<file path="config.mk">
export PLATFORM = sky130hd
export DESIGN_NAME = inertial_dead_reckoning_step
export DESIGN_NICKNAME = d
export VERILOG_FILES = /design/src/rtl/idr_pkg.sv /design/src/rtl/idr_lane.sv /design/src/rtl/inertial_dead_reckoning_step.sv
export SDC_FILE = /design/constraint.sdc
export NUM_CORES = 2
export LEC_CHECK = 0
export BUFFER_PORTS_ARGS = -buffer_cell sky130_fd_sc_hd__buf_2
export CAP_MARGIN = 20
export CORE_AREA = 4 4 419 421
export DETAILED_ROUTE_END_ITERATION = 10
export DIE_AREA = 0 0 423 425
export PLACE_DENSITY = 0.76
export SLEW_MARGIN = 0
export SYNTH_ARGS = -nofsm -noshare
export SYNTH_HDL_FRONTEND = slang
export SYNTH_HIERARCHICAL = 1
export SYNTH_SLANG_ARGS = --single-unit
export TNS_END_PERCENT = 10
</file>
<file path="constraint.sdc">
create_clock -name clock -period 24.3 [get_ports clock]
set_input_delay 3.645 -clock clock [delete_from_list [all_inputs] [get_ports clock]]
set_output_delay 3.645 -clock clock [all_outputs]
set_load 0.005 [all_outputs]
</file>
<file path="src/rtl/idr_pkg.sv">
// ----------------------------------------------------------------------------
// idr_pkg
// Shared types, constants and the sine table of the dead reckoning step.
// ----------------------------------------------------------------------------
package idr_pkg;

   localparam int TRIG_FRAC_BITS = 15;
   localparam int ACCUM_BITS     = 48;

   // sequencer states, one-hot
   typedef enum logic [10:0] {
      ST_IDLE   = 11'b000_0000_0001,
      ST_TRIG   = 11'b000_0000_0010,
      ST_MUL_A  = 11'b000_0000_0100,
      ST_MUL_B  = 11'b000_0000_1000,
      ST_MUL_DV = 11'b000_0001_0000,
      ST_MUL_V  = 11'b000_0010_0000,
      ST_DIV_V  = 11'b000_0100_0000,
      ST_MUL_P  = 11'b000_1000_0000,
      ST_DIV_P  = 11'b001_0000_0000,
      ST_DONE   = 11'b010_0000_0000,
      ST_OUT    = 11'b100_0000_0000
   } state_type;

   typedef struct packed {
      state_type phase;
      logic      load;
      logic      step;
      logic      take;
   } lane_ctl_type;

   // cycle index of the result take in a multiply or divide state
   localparam logic [5:0] MUL_LAST = 6'd21;
   localparam logic [5:0] DIV_LAST = 6'd48;

   // halved divisors and rounding offsets of the unit conversions
   localparam logic [10:0] DIVH_V = 11'd500;
   localparam logic [46:0] RND_V  = 47'd250;
   localparam logic [10:0] DIVH_P = 11'd1000;
   localparam logic [46:0] RND_P  = 47'd500;

   localparam logic [63:0] PI_Q40 = 64'h0000_0324_3F6A_8886;

   typedef logic [63:0] taylor_den_type [1:9];
   localparam taylor_den_type TAYLOR_DEN = '{64'd6, 64'd20, 64'd42, 64'd72, 64'd110,
                                            64'd156, 64'd210, 64'd272, 64'd342};

   typedef logic [15:0] trig_tab_type [0:90];

   // Taylor series of sin in Q30, clamped and rounded to TRIG_FRAC_BITS
   function automatic trig_tab_type build_trig_tab();
      trig_tab_type tab;
      logic [63:0]  x;
      logic [63:0]  x2;
      logic [63:0]  t;
      longint       s;
      for (int d = 0; d <= 90; d++) begin
         x  = ((64'(d) * PI_Q40) / 64'd180 + 64'd512) >> 10;
         x2 = (x * x + (64'd1 << 29)) >> 30;
         t  = x;
         s  = longint'(x);
         for (int k = 1; k <= 9; k++) begin
            t = ((t * x2) >> 30) / TAYLOR_DEN[k];
            if ((k % 2) == 1) begin
               s = s - longint'(t);
            end else begin
               s = s + longint'(t);
            end
         end
         if (s < 0) s = 0;
         if (s > (longint'(1) << 30)) s = longint'(1) << 30;
         tab[d] = 16'((s + (longint'(1) << (29 - TRIG_FRAC_BITS))) >>> (30 - TRIG_FRAC_BITS));
      end
      return tab;
   endfunction

   localparam trig_tab_type TRIG_TAB = build_trig_tab();

   function automatic logic [47:0] abs48(input logic signed [47:0] v);
      return v[47] ? 48'(-v) : 48'(v);
   endfunction

   // saturated magnitude of a sign/magnitude product
   function automatic logic [47:0] sat_mag(input logic [67:0] p, input logic neg);
      if (|p[67:47]) begin
         return neg ? 48'h8000_0000_0000 : 48'h7FFF_FFFF_FFFF;
      end
      return p[47:0];
   endfunction

   function automatic logic signed [47:0] sat_add48(input logic signed [47:0] a,
                                                    input logic signed [47:0] b);
      logic signed [48:0] s;
      s = 49'(a) + 49'(b);
      if (s[48] != s[47]) begin
         return s[48] ? 48'sh8000_0000_0000 : 48'sh7FFF_FFFF_FFFF;
      end
      return s[47:0];
   endfunction

endpackage

</file>
<file path="src/rtl/idr_lane.sv">
// ----------------------------------------------------------------------------
// idr_lane
// One world axis: rotation sum, bit-serial multiplier, bit-serial divider
// and the velocity and position accumulators.
// ----------------------------------------------------------------------------
module idr_lane (
   input  logic                      clock,
   input  logic                      reset,
   input  idr_pkg::lane_ctl_type     ctl,
   input  logic signed [13:0]        rot_a1,
   input  logic signed [16:0]        rot_c1,
   input  logic signed [13:0]        rot_a2,
   input  logic signed [16:0]        rot_c2,
   input  logic [19:0]               dt,
   output logic signed [14:0]        accel_world,
   output logic signed [47:0]        speed,
   output logic signed [47:0]        place
);
   import idr_pkg::*;

   logic [47:0]        mcand_ff,  mcand_in;
   logic               mneg_ff,   mneg_in;
   logic [19:0]        mpl_ff,    mpl_in;
   logic [67:0]        prod_ff,   prod_in;
   logic [46:0]        num_ff,    num_in;
   logic [9:0]         rem_ff,    rem_in;
   logic [46:0]        dnum_ff;
   logic               dneg_ff;
   logic signed [30:0] rsum_ff;
   logic signed [14:0] w_ff;
   logic signed [47:0] dv_ff, q1_ff, dp_ff;
   logic signed [47:0] vel_ff, pos_ff;

   logic signed [47:0] op_a;
   logic signed [16:0] op_c;
   logic [16:0]        op_cmag;
   logic signed [30:0] rot_p;
   logic signed [30:0] wsum;
   logic [47:0]        smag;
   logic signed [47:0] sval;
   logic [46:0]        dnum_new;
   logic [10:0]        divisor;
   logic [10:0]        trial;
   logic               qbit;
   logic signed [47:0] quot;

   // pick the multiplier operands for the phase being loaded
   always_comb begin
      op_a = '0;
      op_c = 17'sd1;
      case (ctl.phase)
         ST_MUL_A:  begin op_a = 48'(rot_a1); op_c = rot_c1; end
         ST_MUL_B:  begin op_a = 48'(rot_a2); op_c = rot_c2; end
         ST_MUL_DV: op_a = 48'(w_ff);
         ST_MUL_V:  op_a = vel_ff;
         ST_MUL_P:  op_a = dv_ff;
         default:   op_a = '0;
      endcase
      op_cmag = op_c[16] ? 17'(-op_c) : 17'(op_c);
   end

   always_comb begin
      mcand_in = mcand_ff;
      mneg_in  = mneg_ff;
      mpl_in   = mpl_ff;
      prod_in  = prod_ff;
      if (ctl.load) begin
         mcand_in = abs48(op_a);
         prod_in  = '0;
         if (ctl.phase inside {ST_MUL_A, ST_MUL_B}) begin
            mneg_in = op_a[47] ^ op_c[16];
            mpl_in  = {4'b0, op_cmag[15:0]};
         end else begin
            mneg_in = op_a[47];
            mpl_in  = dt;
         end
      end else if (ctl.step) begin
         prod_in = {prod_ff[66:0], 1'b0} + (mpl_ff[19] ? {20'b0, mcand_ff} : 68'd0);
         mpl_in  = {mpl_ff[18:0], 1'b0};
      end
   end

   assign rot_p    = mneg_ff ? 31'(-prod_ff[30:0]) : 31'(prod_ff[30:0]);
   assign wsum     = rsum_ff + rot_p;
   assign smag     = sat_mag(prod_ff, mneg_ff);
   assign sval     = mneg_ff ? 48'(-smag) : 48'(smag);
   assign dnum_new = 47'(smag[47:1]) + 47'(smag[0])
                     + ((ctl.phase == ST_MUL_V) ? RND_V : RND_P);

   // restoring division, one quotient bit a cycle, quotient shifts into num
   assign divisor = (ctl.phase == ST_DIV_V) ? DIVH_V : DIVH_P;
   assign trial   = {rem_ff, num_ff[46]};
   assign qbit    = trial >= divisor;
   assign quot    = dneg_ff ? 48'(-{1'b0, num_ff}) : 48'({1'b0, num_ff});

   always_comb begin
      num_in = num_ff;
      rem_in = rem_ff;
      if (ctl.load) begin
         num_in = dnum_ff;
         rem_in = '0;
      end else if (ctl.step) begin
         rem_in = qbit ? 10'(trial - divisor) : trial[9:0];
         num_in = {num_ff[45:0], qbit};
      end
   end

   always_ff @(posedge clock) begin
      mcand_ff <= mcand_in;
      mneg_ff  <= mneg_in;
      mpl_ff   <= mpl_in;
      prod_ff  <= prod_in;
      if (ctl.phase inside {ST_DIV_V, ST_DIV_P}) begin
         num_ff <= num_in;
         rem_ff <= rem_in;
      end
      if (ctl.take) begin
         case (ctl.phase)
            ST_MUL_A:  rsum_ff <= rot_p;
            ST_MUL_B:  w_ff <= 15'((wsum + 31'sd16384) >>> TRIG_FRAC_BITS);
            ST_MUL_DV: dv_ff <= sval;
            ST_MUL_V:  begin dnum_ff <= dnum_new; dneg_ff <= mneg_ff; end
            ST_DIV_V:  q1_ff <= quot;
            ST_MUL_P:  begin dnum_ff <= dnum_new; dneg_ff <= mneg_ff; end
            ST_DIV_P:  dp_ff <= sat_add48(q1_ff, quot);
            default:   ;
         endcase
      end
   end

   always_ff @(posedge clock) begin
      if (reset) begin
         vel_ff <= '0;
         pos_ff <= '0;
      end else if (ctl.phase == ST_DONE) begin
         vel_ff <= sat_add48(vel_ff, dv_ff);
         pos_ff <= sat_add48(pos_ff, dp_ff);
      end
   end

   assign accel_world = w_ff;
   assign speed       = vel_ff;
   assign place       = pos_ff;

endmodule

</file>
<file path="src/rtl/inertial_dead_reckoning_step.sv">
// ----------------------------------------------------------------------------
// inertial_dead_reckoning_step
// Planar dead reckoning: rotate body acceleration by the heading, then
// integrate world velocity and position, both axes side by side.
// ----------------------------------------------------------------------------
// Sequence: from the accepting edge an item passes a trig lookup, five serial
//   multiplies, two serial divides and an update before rsp_valid rises.
// A new item is accepted only once the previous result has left (rsp_stall holds it);
//   the 20-bit serial multiplier and the 47-bit serial divider in each lane set the pace.
// Reset (synchronous): sequencer idle, no result pending, velocity and
//   position cleared to zero.
module inertial_dead_reckoning_step (
   input  logic               clock,
   input  logic               reset,
   input  logic               req_valid,
   output logic               req_stall,
   input  logic signed [13:0] req_accel_body_x,
   input  logic signed [13:0] req_accel_body_y,
   input  logic [8:0]         req_heading_deg,
   input  logic [19:0]        req_elapsed_us,
   output logic               rsp_valid,
   input  logic               rsp_stall,
   output logic signed [14:0] rsp_accel_world_x,
   output logic signed [14:0] rsp_accel_world_y,
   output logic signed [47:0] rsp_speed_x,
   output logic signed [47:0] rsp_speed_y,
   output logic signed [47:0] rsp_place_x,
   output logic signed [47:0] rsp_place_y
);
   import idr_pkg::*;

   state_type          state_ff, state_in;
   logic [5:0]         cnt_ff,   cnt_in;
   logic [5:0]         last;
   logic               busy_op;
   lane_ctl_type       ctl;

   logic signed [13:0] ax_ff, ay_ff;
   logic [8:0]         h_ff;
   logic [19:0]        dt_ff;
   logic signed [16:0] sn_ff, cs_ff;
   logic signed [16:0] sn_neg;

   logic [8:0]         hr;
   logic [6:0]         rr;
   logic [1:0]         quad;
   logic signed [16:0] sr, cr;
   logic               accept;

   assign accept    = req_valid && !req_stall;
   assign req_stall = state_ff != ST_IDLE;
   assign rsp_valid = state_ff == ST_OUT;

   // capture the item
   always_ff @(posedge clock) begin
      if (accept) begin
         ax_ff <= req_accel_body_x;
         ay_ff <= req_accel_body_y;
         h_ff  <= req_heading_deg;
         dt_ff <= req_elapsed_us;
      end
   end

   // reduce heading to a quadrant and an offset of 0..89 degrees
   always_comb begin
      hr = (h_ff >= 9'd360) ? 9'(h_ff - 9'd360) : h_ff;
      if (hr < 9'd90) begin
         quad = 2'd0; rr = 7'(hr);
      end else if (hr < 9'd180) begin
         quad = 2'd1; rr = 7'(hr - 9'd90);
      end else if (hr < 9'd270) begin
         quad = 2'd2; rr = 7'(hr - 9'd180);
      end else begin
         quad = 2'd3; rr = 7'(hr - 9'd270);
      end
      sr = 17'(TRIG_TAB[rr]);
      cr = 17'(TRIG_TAB[7'd90 - rr]);
   end

   // fold the quadrant into sine and cosine
   always_ff @(posedge clock) begin
      if (state_ff == ST_TRIG) begin
         case (quad)
            2'd0:    begin sn_ff <= sr;  cs_ff <= cr;  end
            2'd1:    begin sn_ff <= cr;  cs_ff <= -sr; end
            2'd2:    begin sn_ff <= -sr; cs_ff <= -cr; end
            default: begin sn_ff <= -cr; cs_ff <= sr;  end
         endcase
      end
   end

   assign sn_neg = -sn_ff;

   // sequencer: every multiply and divide state loads, steps, then takes
   assign busy_op = state_ff inside {ST_MUL_A, ST_MUL_B, ST_MUL_DV, ST_MUL_V,
                                     ST_DIV_V, ST_MUL_P, ST_DIV_P};
   assign last    = (state_ff inside {ST_DIV_V, ST_DIV_P}) ? DIV_LAST : MUL_LAST;

   always_comb begin
      state_in = state_ff;
      cnt_in   = '0;
      case (state_ff)
         ST_IDLE:   if (req_valid) state_in = ST_TRIG;
         ST_TRIG:   state_in = ST_MUL_A;
         ST_DONE:   state_in = ST_OUT;
         ST_OUT:    if (!rsp_stall) state_in = ST_IDLE;
         ST_MUL_A, ST_MUL_B, ST_MUL_DV, ST_MUL_V, ST_DIV_V, ST_MUL_P, ST_DIV_P: begin
            if (cnt_ff == last) begin
               case (state_ff)
                  ST_MUL_A:  state_in = ST_MUL_B;
                  ST_MUL_B:  state_in = ST_MUL_DV;
                  ST_MUL_DV: state_in = ST_MUL_V;
                  ST_MUL_V:  state_in = ST_DIV_V;
                  ST_DIV_V:  state_in = ST_MUL_P;
                  ST_MUL_P:  state_in = ST_DIV_P;
                  default:   state_in = ST_DONE;
               endcase
            end else begin
               cnt_in = cnt_ff + 6'd1;
            end
         end
         default:   state_in = ST_IDLE;
      endcase
   end

   always_ff @(posedge clock) begin
      if (reset) begin
         state_ff <= ST_IDLE;
         cnt_ff   <= '0;
      end else begin
         state_ff <= state_in;
         cnt_ff   <= cnt_in;
      end
   end

   assign ctl.phase = state_ff;
   assign ctl.load  = busy_op && (cnt_ff == 6'd0);
   assign ctl.step  = busy_op && (cnt_ff != 6'd0) && (cnt_ff != last);
   assign ctl.take  = busy_op && (cnt_ff == last);

   // x: ax*cos + ay*sin ; y: ay*cos - ax*sin
   idr_lane u_lane_x (
      .clock       (clock),
      .reset       (reset),
      .ctl         (ctl),
      .rot_a1      (ax_ff),
      .rot_c1      (cs_ff),
      .rot_a2      (ay_ff),
      .rot_c2      (sn_ff),
      .dt          (dt_ff),
      .accel_world (rsp_accel_world_x),
      .speed       (rsp_speed_x),
      .place       (rsp_place_x)
   );

   idr_lane u_lane_y (
      .clock       (clock),
      .reset       (reset),
      .ctl         (ctl),
      .rot_a1      (ay_ff),
      .rot_c1      (cs_ff),
      .rot_a2      (ax_ff),
      .rot_c2      (sn_neg),
      .dt          (dt_ff),
      .accel_world (rsp_accel_world_y),
      .speed       (rsp_speed_y),
      .place       (rsp_place_y)
   );

   a_accept_to_trig: assert property (@(posedge clock) disable iff (reset)
      accept |=> state_ff == ST_TRIG)
      else $error("accepted item did not start the trig lookup");

   a_cnt_bound: assert property (@(posedge clock) disable iff (reset)
      cnt_ff <= last)
      else $error("step counter ran past the last cycle of its state");

   a_hold_result: assert property (@(posedge clock) disable iff (reset)
      (state_ff == ST_OUT) && rsp_stall |=> state_ff == ST_OUT)
      else $error("result dropped while stalled");

   a_done_to_out: assert property (@(posedge clock) disable iff (reset)
      state_ff == ST_DONE |=> rsp_valid)
      else $error("update did not present a result");

endmodule
</file>
==> flow_metrics.py <==
metrics = {
    "hold_path": {
        "hp-start": "u_lane_y/prod_ff[67]",
        "hold_class": "reg2reg",
    },
    "worst_setup_path": {
        "crit_path_end": "sn_ff[16]",
        "r2r_end": "sn_ff[16]",
        "reg2reg_slack_ns": 15.17,
        "start_kind": "flip-flop",
        "cp_data_arrival_time_ns": 9.69,
        "end_kind": "flip-flop",
        "crit_fanout": 46,
        "path_class": "reg2reg",
        "critPathLaunch": "h_ff[3]",
        "cp_slowest_cell": "nor2_1",
        "cpPeakStageDelay_ns": 0.72,
        "worstSetupPathDepth": 24,
        "reg2reg_from": "h_ff[3]",
        "reg2reg_depth": 24,
        "cp_top_family": "simple AND/OR/NAND/NOR gates",
        "cp_common_cell": "ha_1",
        "cp_num_buf_inv": 4,
        "cp.required_ns": 24.86,
        "crit_path_cell_trace": "inv_1 > ha_1 > nand3b_1 > o221ai_1 > a22oi_1 > a2111o_1 > nand2_1 > o211ai_2 > nand2_1 > buf_4 > ha_1 > ha_2 > buf_4 > inv_1 > nor2_1 > a21o_1 > a211oi_1 > o22ai_1 > ha_1 > nand3_1 > nor2_1 > nand4_1 > or2_1 > a22o_1",
    },
    "grt": {
        "grt_max_degree": 179,
        "grt_pass1_wl_microns": 445000,
        "gr-total-overflow": 0,
        "grt_pass1_vias": 75700,
        "grt_antenna_before_repair": 1,
        "grt_usage_pct": 31.1,
    },
    "timing": {
        "finalSetupViolCount": 0,
        "relSlewSlack_pct": 9.38,
        "finalSetupTns_ns": 0,
        "clock_skew_ns": 0.0316,
        "worstMarginPinSlew_ns": 1.36,
        "min_period_ns": 9.13,
        "drv_slew": 0,
        "fmax_mhz": 110,
        "fin_crit_sh_pct": 37.6,
        "final_hold_viol_count": 0,
        "setup_slack_ns": 15.17,
        "rsz0062_at_grt": "no",
    },
    "logic_synthesis": {
        "async_flop_share_pct": 0,
        "yosysUniqueCellTypes": 139,
        "seq_area_frac_synth_pct": 35.4,
        "netlist_top_cells_count": "nor2_1 (924), nand2_1 (841), edfxtp_1 (817), a21oi_1 (793), o21ai_0 (686)",
        "synth_cells": 10100,
        "yosysMostFrequentCell": "nor2_1",
        "ys_ff_latch": 1162,
        "synthFlopType": "edfxtp_1",
        "synth_area_leader_cell": "edfxtp_1",
        "synth_area_leaders": "edfxtp_1 (28%), dfxtp_1 (7.8%), ha_1 (7.8%)",
        "synth_area_per_cell_sq_um": 8.82,
        "synth_top_area_share_pct": 27.6,
        "yosysWarnings": 6,
        "synth_edf_count": 817,
        "syn-num-nets": 10700,
        "syn_area_sq_um": 88700,
    },
    "floorplan": {
        "ioPinCount": 285,
        "fp.dieW_microns": 423,
        "die_area_sq_um": 180000,
        "core_sq_um": 171000,
        "initial_core_util_pct": 51.8,
        "rows": 152,
        "die_h_microns": 425,
    },
    "run": {
        "drv_cap": 0,
    },
    "power": {
        "ir_drop_v": 0.0000701,
        "powerDensity_nw_per_um2": 59.4,
        "power.leakage_uw": 0.0379,
    },
    "route": {
        "drc": 0,
        "first_pass_iters": 6,
        "ant_nets": 0,
        "drtIter0Drc": 8739,
        "vias": 80600,
        "vias_per_cell": 6.49,
        "wl_per_cell_microns": 23.5,
        "wl_microns": 292000,
    },
    "cts": {
        "cts_max_level": 4,
        "clk_transition_reported_paths_ns": 0.06,
        "cts_tree": "done",
        "cts_hold_buf": 0,
        "cts_buffers": 139,
        "root_buffer": "clkbuf_16",
        "clkLatencyLatePin_ns": 0.81,
        "clk_path_buf_depth": 3,
        "cts_resized": 0,
        "cts.sinks": 1162,
        "post-cts-setup-buffer-count": 0,
    },
    "layout": {
        "n_fill_cell": 15100,
        "drive_above_1_share_pct": 9.48,
        "finalNetCount": 10600,
        "area_delta_synth_final_pct": 8.75,
    },
    "outcome": {
        "status": "finished, final reports clean",
    },
    "placement": {
        "pre_cts_slack_ns": 15.34,
        "io_buffers": 284,
        "dp_hpwl_microns": 217000,
        "place_congestion": 0.981,
    },
}
==> tightest hold or removal path: stages, from the launching register on <==
cell	delay [ns]
dfxtp_1	0.31
nand2_1	0.05
o21ai_0	0.06
==> layout make-up <==
| type | instances | area (sq um) | area share [%] |
|---|---|---|---|
| multi-input combinational | 8028 | 54100 | 56.0 |
| sequential | 1162 | 31400 | 32.6 |
| clock buffer | 172 | 3680 | 3.82 |
| tap | 2310 | 2890 | 3.00 |
| timing repair buffer | 424 | 2540 | 2.63 |
| clock inverter | 85 | 971 | 1.01 |
| inverter | 236 | 886 | 0.918 |
| antenna | 1 | 2.50 | 0.00259 |
==> stage by stage <==
stage	area, sq um	cells	util, %	hold slack [ns]	total power, uW
6_report	96500	12400	56.3	0.479	5730
5_1_grt	96500	12400	56.3	0.513	5930
4_1_cts	96400	12400	56.3	0.481	5730
3_5_place_dp	91800	12200	53.5	0.468	3580
3_3_place_gp	91800	12200	53.5	0.447	3590
2_1_floorplan	88700	10100	-	0.424	3190
==> per-layer routing <==
layer	GRT usage (%)	wire length, microns
met1	41.6	122000
met2	49.5	131000
met3	5.23	24400
met4	14.0	14400
met5	0	0
==> where the power goes <==
part | switching [uW] | total, uW | internal (uW)
logic | 937 | 1390 | 448
registers | 49.4 | 2200 | 2150
clock network | 882 | 2140 | 1260
==> cells by family (layout without fill, tap and decap cells) <==
family	after synthesis	after routing	synth area share, %
compound gates	3203	3203	24.0
xor+xnor	788	788	7.79
fa+ha+maj	619	619	8.67
buf+inv	874	917	4.00
flops	1162	1162	35.4
mux	191	191	2.32
other cells	0	1	0
simple gates	3227	3227	17.8
==> sequential cells by signal, summed over array words and instances, names as in the netlist, 48 cells and up <==
signal	count
u_lane_y/prod_ff	68
u_lane_x/place	48
u_lane_y/dv_ff	48
u_lane_y/q1_ff	48
u_lane_x/dp_ff	48
u_lane_y/mcand_ff	48
u_lane_y/speed	48
u_lane_y/dp_ff	48
u_lane_x/dv_ff	48
u_lane_x/mcand_ff	48
u_lane_x/speed	48
u_lane_x/prod_ff	68
u_lane_y/place	48
u_lane_x/q1_ff	48
==> how the worst min path moves through the flow <==
stage,depth (start not counted),to,slack [ns]
2_1_floorplan,0,u_lane_x/dneg_ff,0.42
3_3_place_gp,2,u_lane_y/prod_ff[67],0.45
4_1_cts,2,u_lane_y/prod_ff[67],0.48
3_5_place_dp,2,u_lane_y/prod_ff[67],0.47
6_report,2,u_lane_y/prod_ff[67],0.48
5_1_grt,1,u_lane_x/prod_ff[67],0.51
==> layout by cell type, fill, tap and decap left out, types with 140 or more instances in the layout <==
| cell | instances |
|---|---|
| xor2_1 | 290 |
| dfxtp_1 | 344 |
| nand3_1 | 275 |
| a21oi_1 | 788 |
| nand2_1 | 839 |
| nor3_1 | 215 |
| inv_1 | 231 |
| o21ai_0 | 685 |
| clkbuf_16 | 140 |
| nor2_1 | 910 |
| buf_2 | 284 |
| a211oi_1 | 298 |
| a21o_1 | 278 |
| ha_1 | 550 |
| xnor2_1 | 493 |
| edfxtp_1 | 817 |
| and2_1 | 148 |
(Power assumes the default switching activity.)
